[config.mk]
export PLATFORM = sky130hd
export DESIGN_NAME = wiki_markup_zone_splitter_top
export DESIGN_NICKNAME = d
export VERILOG_FILES = /design/src/rtl/wmzs_pkg.sv /design/src/rtl/wmzs_head.sv /design/src/rtl/wmzs_ofifo.sv /design/src/rtl/wiki_markup_zone_splitter_top.sv
export SDC_FILE = /design/constraint.sdc
export NUM_CORES = 1
export LEC_CHECK = 0
export ABC_AREA = 1
export BUFFER_PORTS_ARGS = -buffer_cell sky130_fd_sc_hd__buf_4
export CAP_MARGIN = 10
export CORE_ASPECT_RATIO = 0.75
export CORE_MARGIN = 8
export CORE_UTILIZATION = 42
export CTS_CLUSTER_DIAMETER = 40
export DETAILED_ROUTE_END_ITERATION = 12
export GPL_TIMING_DRIVEN = 0
export PLACE_DENSITY_LB_ADDON = 0.12
export SYNTH_ARGS = -nofsm -noshare
export SYNTH_HDL_FRONTEND = slang
export SYNTH_SLANG_ARGS = --single-unit
[constraint.sdc]
create_clock -name clk -period 11.18 [get_ports clk]
set_input_delay 1.118 -clock clk [delete_from_list [all_inputs] [get_ports clk]]
set_output_delay 1.118 -clock clk [all_outputs]
set_load 0.005 [all_outputs]
[src/rtl/wmzs_pkg.sv]
// Shared types and constants of the wiki markup zone splitter.
// No dependencies; imported by the head logic, output buffer and top level.
package wmzs_pkg;

    typedef logic [7:0] byte_t;

    typedef enum logic [1:0] {
        ZONE_BODY = 2'd0,
        ZONE_INFO = 2'd1,
        ZONE_CAT  = 2'd2,
        ZONE_EXT  = 2'd3
    } zone_t;

    localparam int LEN_INFO = 9;
    localparam int LEN_CAT  = 10;
    localparam int LEN_EXT  = 20;
    localparam int SKIP_W   = 5;

    // String constants: the first character sits in the top byte.
    localparam logic [8*LEN_INFO-1:0] PAT_INFO = "{{infobox";
    localparam logic [8*LEN_CAT-1:0]  PAT_CAT  = "[[category";
    localparam logic [8*LEN_EXT-1:0]  PAT_EXT  = "== external links ==";

    localparam byte_t CH_LBRACE = 8'h7B;
    localparam byte_t CH_RBRACE = 8'h7D;
    localparam byte_t CH_RBRACK = 8'h5D;

    typedef struct packed {
        logic  emit;
        zone_t zone;
        byte_t data;
    } head_res_t;

    typedef struct packed {
        logic  unbalanced;
        logic  is_last;
        zone_t zone;
        byte_t data;
    } result_t;

endpackage

[src/rtl/wmzs_head.sv]
// Head-of-window decision: marker matching, zone tracking and brace counting.
// Depends on wmzs_pkg; instantiated by the top level.
module wmzs_head
    import wmzs_pkg::*;
#(
    parameter int WINDOW_BYTES = 20,
    parameter int MAX_NEST     = 255,
    parameter int FW           = $clog2(WINDOW_BYTES + 1),
    parameter int DW           = $clog2(MAX_NEST + 1)
)
(
    input  byte_t             win [WINDOW_BYTES],
    input  logic [FW-1:0]     fill,
    input  zone_t             mode,
    input  logic [DW-1:0]     depth,
    input  logic [SKIP_W-1:0] skip,
    input  byte_t             prev,
    output head_res_t         res,
    output zone_t             mode_next,
    output logic [DW-1:0]     depth_next,
    output logic [SKIP_W-1:0] skip_next
);

    logic  m_info;
    logic  m_cat;
    logic  m_ext;
    zone_t eff_mode;
    logic [DW-1:0] depth_dec;

    always_comb
    begin
        m_info = (fill >= FW'(LEN_INFO));
        for (int k = 0; k < LEN_INFO; k++)
        begin
            if (win[k] != PAT_INFO[8*(LEN_INFO-1-k) +: 8])
            begin
                m_info = 1'b0;
            end
        end
        m_cat = (fill >= FW'(LEN_CAT));
        for (int k = 0; k < LEN_CAT; k++)
        begin
            if (win[k] != PAT_CAT[8*(LEN_CAT-1-k) +: 8])
            begin
                m_cat = 1'b0;
            end
        end
        m_ext = (fill >= FW'(LEN_EXT));
        for (int k = 0; k < LEN_EXT; k++)
        begin
            if (win[k] != PAT_EXT[8*(LEN_EXT-1-k) +: 8])
            begin
                m_ext = 1'b0;
            end
        end
    end

    always_comb
    begin
        res.emit   = 1'b0;
        res.zone   = ZONE_BODY;
        res.data   = win[0];
        mode_next  = mode;
        depth_next = depth;
        skip_next  = skip;
        eff_mode   = mode;
        depth_dec  = (depth != '0) ? depth - DW'(1) : depth;
        if (skip != '0)
        begin
            skip_next = skip - SKIP_W'(1);
        end
        else
        begin
            // A category marker ends the external-links zone.
            if (mode == ZONE_EXT && m_cat)
            begin
                eff_mode = ZONE_BODY;
            end
            mode_next = eff_mode;
            unique case (eff_mode)
                ZONE_BODY:
                begin
                    if (m_info)
                    begin
                        mode_next  = ZONE_INFO;
                        depth_next = DW'(1);
                        skip_next  = SKIP_W'(LEN_INFO - 1);
                    end
                    else if (m_cat)
                    begin
                        mode_next = ZONE_CAT;
                        skip_next = SKIP_W'(LEN_CAT - 1);
                    end
                    else if (m_ext)
                    begin
                        mode_next = ZONE_EXT;
                        skip_next = SKIP_W'(LEN_EXT - 1);
                    end
                    else
                    begin
                        res.emit = 1'b1;
                        res.zone = ZONE_BODY;
                    end
                end
                ZONE_INFO:
                begin
                    res.emit = 1'b1;
                    res.zone = ZONE_INFO;
                    if (prev == CH_LBRACE && win[0] == CH_LBRACE)
                    begin
                        if (depth < DW'(MAX_NEST))
                        begin
                            depth_next = depth + DW'(1);
                        end
                    end
                    else if (prev == CH_RBRACE && win[0] == CH_RBRACE)
                    begin
                        depth_next = depth_dec;
                        if (depth_dec == '0)
                        begin
                            mode_next = ZONE_BODY;
                        end
                    end
                end
                ZONE_CAT:
                begin
                    res.emit = 1'b1;
                    res.zone = ZONE_CAT;
                    if (prev == CH_RBRACK && win[0] == CH_RBRACK)
                    begin
                        mode_next = ZONE_BODY;
                    end
                end
                ZONE_EXT:
                begin
                    res.emit = 1'b1;
                    res.zone = ZONE_EXT;
                end
                default:
                begin
                    res.emit = 1'b0;
                end
            endcase
        end
    end

endmodule

[src/rtl/wmzs_ofifo.sv]
// Output register with one skid entry for the result stream.
// Depends on wmzs_pkg; instantiated by the top level.
module wmzs_ofifo
    import wmzs_pkg::*;
(
    input  logic    clk,
    input  logic    rst_n,
    input  logic    push,
    input  result_t push_data,
    output logic    room,
    output logic    out_valid,
    output result_t out_data,
    input  logic    out_ready
);

    logic    out_valid_reg;
    logic    out_valid_next;
    result_t out_data_reg;
    result_t out_data_next;
    logic    skid_valid_reg;
    logic    skid_valid_next;
    result_t skid_data_reg;
    result_t skid_data_next;
    logic    pop;

    assign pop       = out_valid_reg && out_ready;
    assign room      = !skid_valid_reg;
    assign out_valid = out_valid_reg;
    assign out_data  = out_data_reg;

    always_comb
    begin
        out_valid_next  = out_valid_reg;
        out_data_next   = out_data_reg;
        skid_valid_next = skid_valid_reg;
        skid_data_next  = skid_data_reg;
        if (!out_valid_reg)
        begin
            if (push)
            begin
                out_valid_next = 1'b1;
                out_data_next  = push_data;
            end
        end
        else if (pop)
        begin
            if (skid_valid_reg)
            begin
                out_data_next = skid_data_reg;
                if (push)
                begin
                    skid_data_next = push_data;
                end
                else
                begin
                    skid_valid_next = 1'b0;
                end
            end
            else if (push)
            begin
                out_data_next = push_data;
            end
            else
            begin
                out_valid_next = 1'b0;
            end
        end
        else if (push)
        begin
            skid_valid_next = 1'b1;
            skid_data_next  = push_data;
        end
    end

    always_ff @(posedge clk or negedge rst_n)
    begin
        if (!rst_n)
        begin
            out_valid_reg  <= 1'b0;
            skid_valid_reg <= 1'b0;
        end
        else
        begin
            out_valid_reg  <= out_valid_next;
            skid_valid_reg <= skid_valid_next;
        end
    end

    always_ff @(posedge clk)
    begin
        out_data_reg  <= out_data_next;
        skid_data_reg <= skid_data_next;
    end

endmodule

[src/rtl/wiki_markup_zone_splitter_top.sv]
// Top level of the wiki markup zone splitter: lookahead window, page flush control.
// Depends on wmzs_pkg, wmzs_head and wmzs_ofifo.
//
//  Channel  Direction  Carries
//  s_*      in         tdata[7:0] in_byte, tlast page_end
//  m_*      out        tdata[7:0] out_byte, tuser[1:0] zone, tuser[2] unbalanced,
//                      tlast is_last
//
// One input word per cycle while a page streams and the output has room; a byte leaves
// WINDOW_BYTES - 1 words after it entered and then passes through the output register.
// A word with tlast starts a flush of the window: s_tready stays low while the bytes held
// (up to WINDOW_BYTES) drain and the final word is pushed.
// A stall on m_tready backs up through the one-entry skid buffer into s_tready.
// Reset clears the window fill count, zone state and output valid flags.
module wiki_markup_zone_splitter_top
    import wmzs_pkg::*;
#(
    parameter int WINDOW_BYTES = 20,
    parameter int MAX_NEST     = 255
)
(
    input  logic       clk,
    input  logic       rst_n,
    input  logic       s_tvalid,
    output logic       s_tready,
    input  logic [7:0] s_tdata,   // [7:0] in_byte
    input  logic       s_tlast,
    output logic       m_tvalid,
    input  logic       m_tready,
    output logic [7:0] m_tdata,   // [7:0] out_byte
    output logic [2:0] m_tuser,   // [1:0] zone, [2] unbalanced
    output logic       m_tlast
);

    localparam int FW = $clog2(WINDOW_BYTES + 1);
    localparam int DW = $clog2(MAX_NEST + 1);

    typedef enum logic [2:0] {
        ST_RUN    = 3'b001,
        ST_DRAIN  = 3'b010,
        ST_FINISH = 3'b100
    } state_t;

    state_t            state_reg;
    state_t            state_next;
    byte_t             win_reg [WINDOW_BYTES];
    byte_t             win_next [WINDOW_BYTES];
    logic [FW-1:0]     fill_reg;
    logic [FW-1:0]     fill_next;
    zone_t             mode_reg;
    zone_t             mode_next;
    logic [DW-1:0]     depth_reg;
    logic [DW-1:0]     depth_next;
    logic [SKIP_W-1:0] skip_reg;
    logic [SKIP_W-1:0] skip_next;
    byte_t             prev_reg;
    byte_t             prev_next;
    logic              pend_valid_reg;
    logic              pend_valid_next;
    head_res_t         pend_reg;
    head_res_t         pend_next;

    byte_t             in_lc;
    byte_t             cw [WINDOW_BYTES];
    byte_t             hwin [WINDOW_BYTES];
    byte_t             sh [WINDOW_BYTES];
    logic [FW-1:0]     fill_inc;
    logic [FW-1:0]     hfill;
    head_res_t         hres;
    zone_t             h_mode;
    logic [DW-1:0]     h_depth;
    logic [SKIP_W-1:0] h_skip;
    logic              accept;
    logic              room;
    logic              push;
    result_t           push_data;
    result_t           out_data;

    assign in_lc    = (s_tdata >= 8'h41 && s_tdata <= 8'h5A) ? s_tdata + 8'h20 : s_tdata;
    assign fill_inc = fill_reg + FW'(1);
    assign s_tready = (state_reg == ST_RUN) && room;
    assign accept   = s_tvalid && s_tready;

    always_comb
    begin
        for (int k = 0; k < WINDOW_BYTES; k++)
        begin
            cw[k] = (FW'(k) == fill_reg) ? in_lc : win_reg[k];
        end
        for (int k = 0; k < WINDOW_BYTES; k++)
        begin
            hwin[k] = (state_reg == ST_DRAIN) ? win_reg[k] : cw[k];
        end
        for (int k = 0; k < WINDOW_BYTES - 1; k++)
        begin
            sh[k] = hwin[k+1];
        end
        sh[WINDOW_BYTES-1] = hwin[WINDOW_BYTES-1];
        hfill = (state_reg == ST_DRAIN) ? fill_reg : fill_inc;
    end

    wmzs_head #(
        .WINDOW_BYTES (WINDOW_BYTES),
        .MAX_NEST     (MAX_NEST),
        .FW           (FW),
        .DW           (DW)
    ) u_head (
        .win        (hwin),
        .fill       (hfill),
        .mode       (mode_reg),
        .depth      (depth_reg),
        .skip       (skip_reg),
        .prev       (prev_reg),
        .res        (hres),
        .mode_next  (h_mode),
        .depth_next (h_depth),
        .skip_next  (h_skip)
    );

    always_comb
    begin
        state_next      = state_reg;
        win_next        = win_reg;
        fill_next       = fill_reg;
        mode_next       = mode_reg;
        depth_next      = depth_reg;
        skip_next       = skip_reg;
        prev_next       = prev_reg;
        pend_valid_next = pend_valid_reg;
        pend_next       = pend_reg;
        push            = 1'b0;
        push_data       = '{unbalanced: 1'b0, is_last: 1'b0, zone: hres.zone, data: hres.data};
        unique case (state_reg)
            ST_RUN:
            begin
                if (accept)
                begin
                    if (s_tlast)
                    begin
                        win_next   = cw;
                        fill_next  = fill_inc;
                        state_next = ST_DRAIN;
                    end
                    else if (fill_inc == FW'(WINDOW_BYTES))
                    begin
                        win_next   = sh;
                        mode_next  = h_mode;
                        depth_next = h_depth;
                        skip_next  = h_skip;
                        prev_next  = hres.data;
                        push       = hres.emit;
                    end
                    else
                    begin
                        win_next  = cw;
                        fill_next = fill_inc;
                    end
                end
            end
            ST_DRAIN:
            begin
                if (room)
                begin
                    win_next   = sh;
                    fill_next  = fill_reg - FW'(1);
                    mode_next  = h_mode;
                    depth_next = h_depth;
                    skip_next  = h_skip;
                    prev_next  = hres.data;
                    if (hres.emit)
                    begin
                        // The held word goes out once a later one exists.
                        push            = pend_valid_reg;
                        push_data.zone  = pend_reg.zone;
                        push_data.data  = pend_reg.data;
                        pend_valid_next = 1'b1;
                        pend_next       = hres;
                    end
                    if (fill_reg == FW'(1))
                    begin
                        state_next = ST_FINISH;
                    end
                end
            end
            ST_FINISH:
            begin
                if (room)
                begin
                    push                 = 1'b1;
                    push_data.is_last    = 1'b1;
                    push_data.unbalanced = (mode_reg == ZONE_INFO);
                    push_data.zone       = pend_valid_reg ? pend_reg.zone : ZONE_BODY;
                    push_data.data       = pend_valid_reg ? pend_reg.data : 8'h00;
                    state_next           = ST_RUN;
                    fill_next            = '0;
                    mode_next            = ZONE_BODY;
                    depth_next           = '0;
                    skip_next            = '0;
                    prev_next            = 8'h00;
                    pend_valid_next      = 1'b0;
                end
            end
            default:
            begin
                state_next = ST_RUN;
            end
        endcase
    end

    always_ff @(posedge clk or negedge rst_n)
    begin
        if (!rst_n)
        begin
            state_reg      <= ST_RUN;
            fill_reg       <= '0;
            mode_reg       <= ZONE_BODY;
            depth_reg      <= '0;
            skip_reg       <= '0;
            prev_reg       <= 8'h00;
            pend_valid_reg <= 1'b0;
        end
        else
        begin
            state_reg      <= state_next;
            fill_reg       <= fill_next;
            mode_reg       <= mode_next;
            depth_reg      <= depth_next;
            skip_reg       <= skip_next;
            prev_reg       <= prev_next;
            pend_valid_reg <= pend_valid_next;
        end
    end

    always_ff @(posedge clk)
    begin
        win_reg  <= win_next;
        pend_reg <= pend_next;
    end

    wmzs_ofifo u_ofifo (
        .clk       (clk),
        .rst_n     (rst_n),
        .push      (push),
        .push_data (push_data),
        .room      (room),
        .out_valid (m_tvalid),
        .out_data  (out_data),
        .out_ready (m_tready)
    );

    assign m_tdata = out_data.data;
    assign m_tuser = {out_data.unbalanced, out_data.zone};
    assign m_tlast = out_data.is_last;

endmodule

======== Yosys cells after proc, flatten, opt, wreduce, memory -nomap -nowiden ========
Index checks and enable logic that the tools add are counted.
word-level totals
  register bits ........................... 228
  input port bits ......................... 13
  word-level logic and storage cells ...... 342
cells by class
  add/subtract/negate cells ............... 6
  magnitude comparators ................... 6
  eq/ne operators ......................... 84
  muxes and demuxes ....................... 180
  bitwise gates (word level) .............. 1
  reduce and logical (&&, ||, !) cells .... 26
operator list
  operator              count
  $mux W160             4
  $mux W8               57
  $pmux W160 S2         1
  $ne A8 B7 Y1 const B  31
  $mux W12              8
  $mux W5               15
  $ne A8 B6 Y1 const B  7
  $mux W1               55
  $eq A8 B7 Y1 const B  6
  $pmux W8 S3           2
  $eq A4 B5 Y1 const A  8
  $mux W2               17
  $pmux W5 S3           2
  $mux W3               9
  $eq A3 B5 Y1 const A  4
  $eq A5 B5 Y1 const A  4
  $mux W10              2
  $pmux W10 S2          1
  $pmux W8 S2           1
  $ne A2 B2 Y1 const B  7
  $pmux W2 S3           2
  $pmux W3 S4           1
  $eq A2 B5 Y1 const A  2
  $ge A5 B4 Y1 const B  2
  other kinds (37)      55

======== Logic depth before layout (Yosys ltp) ========
Gate-level depths: netlist of run 1.
  depth in word-level cells ............... 39
  gate-level depth with buffers ........... 31
  depth with buffers taken out ............ 29

======== By module ========
From an unflattened synthesis of run 1, not the netlist that was laid out.
second synthesis, totals
  cells, all modules ...................... 2390
  area total of the unflattened synthesis .. 16692.3 µm²
modules (own cells, without submodules)
  module                         instances  cells each  area each (µm²)
  wiki_markup_zone_splitter_top  1          1692        12936.2
  wmzs_head                      1          571         2566.2
  wmzs_ofifo                     1          127         1189.9

======== Worst setup path before layout of run 1 ========
No wires, ideal clock.
  path kind ............................... reg2reg
  from .................................... reg state_reg[0]
  to ...................................... reg win_reg[0] (netlist bit) (enable)
  library setup time ...................... 0.687 ns
  arrival time ............................ 8.475 ns
  required time ........................... 10.493 ns
  setup slack ............................. 2.019 ns
  stages on the path, launching flop included .. 11
  path buffers ............................ 6
  period minus slack after synthesis ...... 9.161 ns
  cell sequence ........................... dfstp_2 > inv_1 > nand3_4 > buf_6 > buf_4 > buf_4 > buf_2 > buf_4 > clkbuf_1 > o21ai_0 > nor2_1
between the ends
  longest elaborated chain between the ends .. 5
ends and longest elaborated chain
  item                             RTL line                                                                   text
  start: declaration               wiki_markup_zone_splitter_top.sv:44                                        state_t state_reg;
  start signal: assignment         wiki_markup_zone_splitter_top.sv:224                                       state_reg <= state_next;
  $eq A3 B1 Y1                     wiki_markup_zone_splitter_top.sv:81, wiki_markup_zone_splitter_top.sv:133
  $logic_and A1 B1 Y1              wiki_markup_zone_splitter_top.sv:81                                        assign s_tready = (state_reg == ST_RUN) && room;
  $logic_and A1 B1 Y1              wiki_markup_zone_splitter_top.sv:82                                        assign accept = s_tvalid && s_tready;
  $ne A2 B2 Y1 (no line)           -
  $reduce_and A3 Y1 (no line) (*)  -
  end signal: assignment           wiki_markup_zone_splitter_top.sv:236                                       win_reg <= win_next;
  end: declaration                 wiki_markup_zone_splitter_top.sv:46                                        byte_t win_reg [WINDOW_BYTES];
Mark *: on every way between the ends. The rest lies on a longest branch, timed or not.
A chain may end at the register's enable or synchronous reset.

==> impl_metrics.tcl, run 1 <==
set metrics [dict create \
    grt_setup_unrepaired "no" \
    clock_sinks 228 \
    drive_above_1_share_pct 12.5 \
    antenna_found_initial 3 \
    layout_commonest_cell "nand2_1" \
    internal_power_uw 3630 \
    antennaDiodeCount 0 \
    p_clk_share_pct 19.3 \
    drc 0 \
    coreArea_um2 39400 \
    grt_pass1_wl_um 107000 \
    reg2regPathDepth 25 \
    worstPathRequired_ns 11.38 \
    ir_worst_vdd_mv 0.155 \
    comb_power_share_pct 55.7 \
    fmax_ghz 0.177 \
    drt_iter0_drc 2760 \
    ys_seq_area_share_pct 39.9 \
    powerDensity_nw_per_um2 379 \
    vias_per_cell 6.04 \
    max_cap_viol_count 0 \
    synth_warnings 0 \
    endpoint_kind "flip-flop" \
    vias 17900 \
    setup_violations 0 \
    cpPeakStageDelay_ns 0.61 \
    ys.flop_type "edfxtp_1" \
    seqPwrFrac_pct 25.0 \
    whs_ns 0.511 \
    post_cts_buffers 0 \
    finalHoldViolCount 0 \
    r2r-start "state_reg[2]" \
    worstPathArrival_ns 5.86 \
    htreeDepth 2 \
    routed_wl_um 73800 \
    syn_to_final_growth_pct 14.8 \
    ff2ff_setup_slack_ns 5.51 \
    startpoint_type "flip-flop" \
    initial_core_util_pct 42.4 \
    status "completed" \
    fin_crit_ns 5.67 \
    gp_congestion 1.06 \
    overflow 0 \
    rr_endpoint "u_ofifo.skid_data_reg[1]" \
    rows 63 \
    mostFrequentLayoutCells "nand2_1 (723), nand3_1 (306), inv_1 (231)" \
    portBuffers 23 \
    postSynthAreaPerCell_um2 7.17 \
    cts_tree "done" \
    fill_cells 3919 \
    layout.core_utilization_pct 48.7 \
    place_ws_ns 5.66 \
    ys_types 59 \
    async_reset_ff_share_pct 14.9 \
    slowest_stage "clkbuf_1" \
    drv_slew 0 \
    skew_ns 0.0188 \
    cts_resized 0 \
    clock_latency_ns 0.57 \
    post_drt_wl_per_cell_um 24.9 \
    ant_nets 0 \
    drt-pass1-iter-count 8 \
    synth_area_um2 16700 \
    root_buffer "clkbuf_16" \
    die_x_um 246 \
    crit_family "buffers and inverters" \
    cp.buffers_inverters 10 \
    grt_pass1_vias 16200 \
    cts_buffer_depth 3 \
    dp_hpwl_um 53600 \
    numCtsBuffers 43 \
    switching_share_pct 50.1 \
    nets 2434 \
    synth_seq_cells 228 \
    largest_reg_flops 160 \
    synth-edff-count 194 \
    cts_hold_buf 0 \
    syn_inst 2334 \
    grt_start_max_net_pins 35 \
    fin_crit_sh_pct 50.7 \
    grt_util_all_layers_pct 30.9 \
    max_slew_margin_pct 22.0 \
    cts.clk_slew.worst_paths_ns 0.06 \
    die-area_um2 46500 \
    fin_setup_tns_ns 0 \
    crit_path_max_fanout 12 \
    syn_nets 2360 \
    dieHeight_um 189 \
    worst_pin_slew_ns 1.17 \
    timing.final.ws_setup_ns 5.51 \
    path_class "flip-flop to flip-flop" \
    power_leakage_uw 0.00874 \
    hold_class "input port to async pin" \
    num_io_pins 27 \
    power_switching_uw 3640 \
]
==> how the worst max path moves through the flow <==
stage               slack (ns)    startpoint  cells past startpoint                        to
floorplan                 2.02  state_reg[0]                     10                win_reg[0]
global placement         -3.34  state_reg[0]                     10               win_reg[58]
detailed placement        5.66  state_reg[2]                     25  u_ofifo.skid_data_reg[0]
CTS                       5.63  state_reg[2]                     25  u_ofifo.skid_data_reg[7]
global route              5.23  state_reg[2]                     25  u_ofifo.skid_data_reg[0]
finish                    5.51  state_reg[2]                     25  u_ofifo.skid_data_reg[1]
==> worst register-to-register path, delay by kind of cell (launching register included) <==
family	cells	cell delay [ns]
adder cells (fa/ha/maj)	1	0.40
flip-flops	1	0.39
buffers and inverters	10	2.92
AND/OR/NAND/NOR	14	1.60
==> per-stage QoR <==
step / cell area [um^2] / total power, uW / instances
2_1_floorplan: 16700 / 4350 / 2334
3_5_place_dp: 17700 / 5670 / 2883
4_1_cts: 19200 / 7090 / 2963
6_report: 19200 / 7280 / 2963
3_3_place_gp: 17500 / 5560 / 2877
5_1_grt: 19200 / 7640 / 2963
==> cell type report <==
class / instances / area, um^2 / share of cell area [%]
Buffer: 110 / 647 / 3.37
Clock buffer: 46 / 1110 / 5.78
Clock inverter: 34 / 403 / 2.10
Inverter: 253 / 957 / 4.99
Multi-Input combinational cell: 1743 / 8450 / 44.0
Sequential cell: 228 / 6680 / 34.8
Tap cell: 520 / 651 / 3.39
Timing Repair Buffer: 29 / 300 / 1.56
==> power groups by stage <==
stage	Clock (uW)	Sequential [uW]	Combinational, uW
5_1_grt	1440	1870	4330
4_1_cts	1410	1810	3870
3_3_place_gp	0	1910	3650
6_report	1400	1820	4050
2_1_floorplan	0	1880	2470
3_5_place_dp	0	1820	3840
==> synth_stat cells (all sizes together) (4+ instances only) <==
master | number | area, um^2
o221ai | 9 | 78.8
mux2i | 8 | 80.1
nor4 | 5 | 31.3
a31oi | 55 | 344
inv | 251 | 950
a21boi | 4 | 30.0
nand3 | 321 | 1700
nor3 | 10 | 50.1
edfxtp | 194 | 5830
xor2 | 8 | 70.1
or2 | 55 | 344
o21bai | 6 | 45.0
a21o | 5 | 37.5
dfrtp | 33 | 826
clkbuf | 43 | 161
ha | 13 | 163
nand4 | 30 | 206
a21oi | 48 | 244
o31ai | 6 | 45.0
o21ai | 164 | 840
nor2 | 199 | 871
o211ai | 17 | 128
nand2 | 747 | 2890
o22ai | 15 | 93.8
buf | 67 | 485
==> cells by family after synthesis <==
logic type                 count (synthesis)  synth area share (%)
adders and majority gates                 13                 0.973
muxes                                      8                 0.479
and+or+nand+nor                         1373                  36.7
AOI/OAI and AO/OA                        340                  11.9
xor gates and xnor gates                   9                 0.471
DFF                                      228                  39.9
buffers and inverters                    363                  9.59
==> metal layers <==
layer  wire (um)  global-route usage [%]  part of all wire [%]  vias up
met5           9                       0                 0.012        -
met4        2370                    9.54                   3.2        2
met3       11400                    10.4                    15      174
met2       27700                    40.3                    38     1292
met1       32300                    46.5                    44     8418
li1            -                       -                     -     8006
No activity file was read; power rests on OpenSTA's default activity.
==> run 2, diff against run 1 <==
==> constraint.sdc (replaced) <==
create_clock -name clk -period 5.3 [get_ports clk]
set_input_delay 0.53 -clock clk [delete_from_list [all_inputs] [get_ports clk]]
set_output_delay 0.53 -clock clk [all_outputs]
set_load 0.005 [all_outputs]
==> run 2 against run 1 <==
Wire length fell by 0.19%. Power rose by 110%. Via count fell by 0.74%. Hold slack got worse by 0.26 ns. Clock power rose by 110%. Combinational power rose by 110%. Register-to-register slack got worse by 5.3 ns. Count of clock-buffer cells in the layout rose by 11. Worst setup slack got worse by 5.3 ns. First-iteration DRC count rose by 3.5%. Critical endpoint is now u_ofifo.skid_data_reg[8]. Largest power group unchanged.
==> impl_metrics.tcl, run 2 (synthesized netlist as in run 1, its figures left out) <==
set metrics [dict create \
    skew_ns 0.0362 \
    worstPathArrival_ns 5.44 \
    grt_util_all_layers_pct 30.8 \
    grt_setup_unrepaired "no" \
    drive_above_1_share_pct 12.6 \
    fin_cells 2965 \
    powerDensity_nw_per_um2 794 \
    power_leakage_uw 0.00875 \
    hold_class "input port to flip-flop" \
    cts_tree "done" \
    worst_pin_slew_ns 1.12 \
    grt_pass1_vias 16200 \
    path_class "flip-flop to flip-flop" \
    coreArea_um2 39400 \
    htreeDepth 2 \
    setup_violations 0 \
    startpoint "fill_reg[0]" \
    post_drt_wl_per_cell_um 24.8 \
    vias 17800 \
    min_path_cells 4 \
    root_buffer "clkbuf_16" \
    ff2ff_setup_slack_ns 0.19 \
    dieHeight_um 189 \
    vias_per_cell 5.99 \
    worstPathRequired_ns 5.63 \
    die-area_um2 46500 \
    layout.core_utilization_pct 48.7 \
    rr_endpoint "u_ofifo.skid_data_reg[8]" \
    drc 0 \
    clock_latency_ns 0.57 \
    r2r-start "fill_reg[0]" \
    grt_start_max_net_pins 35 \
    crit_path_max_fanout 12 \
    p_total_uw 15200 \
    clock_sinks 228 \
    antenna_found_initial 2 \
    gp_congestion 1.01 \
    numCtsBuffers 44 \
    reg2regPathDepth 28 \
    die_x_um 246 \
    drv_slew 0 \
    path_common_cell "nand2_1" \
    drt_iter0_drc 2857 \
    cts_buffer_depth 3 \
    max_slew_margin_pct 25.0 \
    initial_core_util_pct 42.4 \
    layout_commonest_cell "nand2_1" \
    portBuffers 23 \
    ir_worst_vdd_mv 0.361 \
    fin_crit_sh_pct 96.4 \
    fmax_ghz 0.196 \
    dp_hpwl_um 53500 \
    max_cap_viol_count 0 \
    dpl.cell_count 2882 \
    fin_crit_ns 5.11 \
    startpoint_type "flip-flop" \
    timing.final.ws_setup_ns 0.191 \
    crit_path_end "u_ofifo.skid_data_reg[8]" \
    routed_wl_um 73600 \
    overflow 0 \
    syn_to_final_growth_pct 14.7 \
    place_ws_ns -0.0663 \
    num_io_pins 27 \
    largest_reg_flops 160 \
    ant_nets 0 \
    cpPeakStageDelay_ns 0.48 \
    endpoint_kind "flip-flop" \
    cts.clk_slew.worst_paths_ns 0.06 \
    nets 2436 \
    finalHoldViolCount 0 \
    antennaDiodeCount 0 \
    grt_pass1_wl_um 106000 \
    drt-pass1-iter-count 8 \
    rows 63 \
    mostFrequentLayoutCells "nand2_1 (721), nand3_1 (306), inv_1 (230)" \
    status "completed" \
    slowest_stage "dfrtp_1" \
]
## run 2: power breakdown
group / switching, uW / internal [uW] / total [uW]
registers: 423 / 3430 / 3850
clock network: 1040 / 1840 / 2870
logic: 6140 / 2360 / 8500
total: 7600 / 7630 / 15200
## run 2: critical path, delay by kind of cell, from the launching register on
| family | cells | cell delay (ns) |
|---|---|---|
| buffers and inverters | 7 | 1.08 |
| adders and majority gates | 1 | 0.33 |
| and+or+nand+nor | 20 | 2.95 |
| DFF | 1 | 0.48 |
## run 2: per-layer routing
layer	global-route usage, %	vias up	routed length, um
li1	-	8002	-
met1	45.3	8343	31800
met2	39.6	1218	27600
met3	12.1	190	11500
met4	10.7	6	2560
met5	1.52	-	114
## run 2: worst min path at each step
stage	startpoint	end	slack, ns
2_1_floorplan	rst_n	depth_reg[0]	0.23
3_3_place_gp	state_reg[0]	state_reg[0]	0.51
3_5_place_dp	depth_reg[7]	depth_reg[7]	0.53
4_1_cts	m_tready	u_ofifo.skid_valid_reg	0.23
5_1_grt	m_tready	u_ofifo.skid_valid_reg	0.26
6_report	m_tready	u_ofifo.skid_valid_reg	0.25
## run 2: per-stage QoR
| step | setup TNS [ns] | hold WS [ns] | instance area (um^2) |
|---|---|---|---|
| 2_1_floorplan | 0 | 0.234 | 16700 |
| 3_3_place_gp | -316.84 | 0.505 | 17600 |
| 3_5_place_dp | -0.785 | 0.528 | 17700 |
| 4_1_cts | 0 | 0.230 | 19200 |
| 5_1_grt | 0 | 0.262 | 19200 |
| 6_report | 0 | 0.250 | 19200 |
## run 2: area by class of cell
type	count	area (um^2)
Buffer	110	648
Clock buffer	57	1230
Clock inverter	24	253
Fill cell	3982	20200
Inverter	253	965
Multi-Input combinational cell	1743	8460
Sequential cell	228	6680
Tap cell	520	651
Timing Repair Buffer	30	303
## run 2: repair_timing
item | 4_1_cts | 5_1_grt
setup endpoints to repair | 12 | 14
hold buffers | 1 | 0
endpoints found under the hold margin | 33 | 0
resized for setup | 1 | 5
buffers inserted | 0 | 1
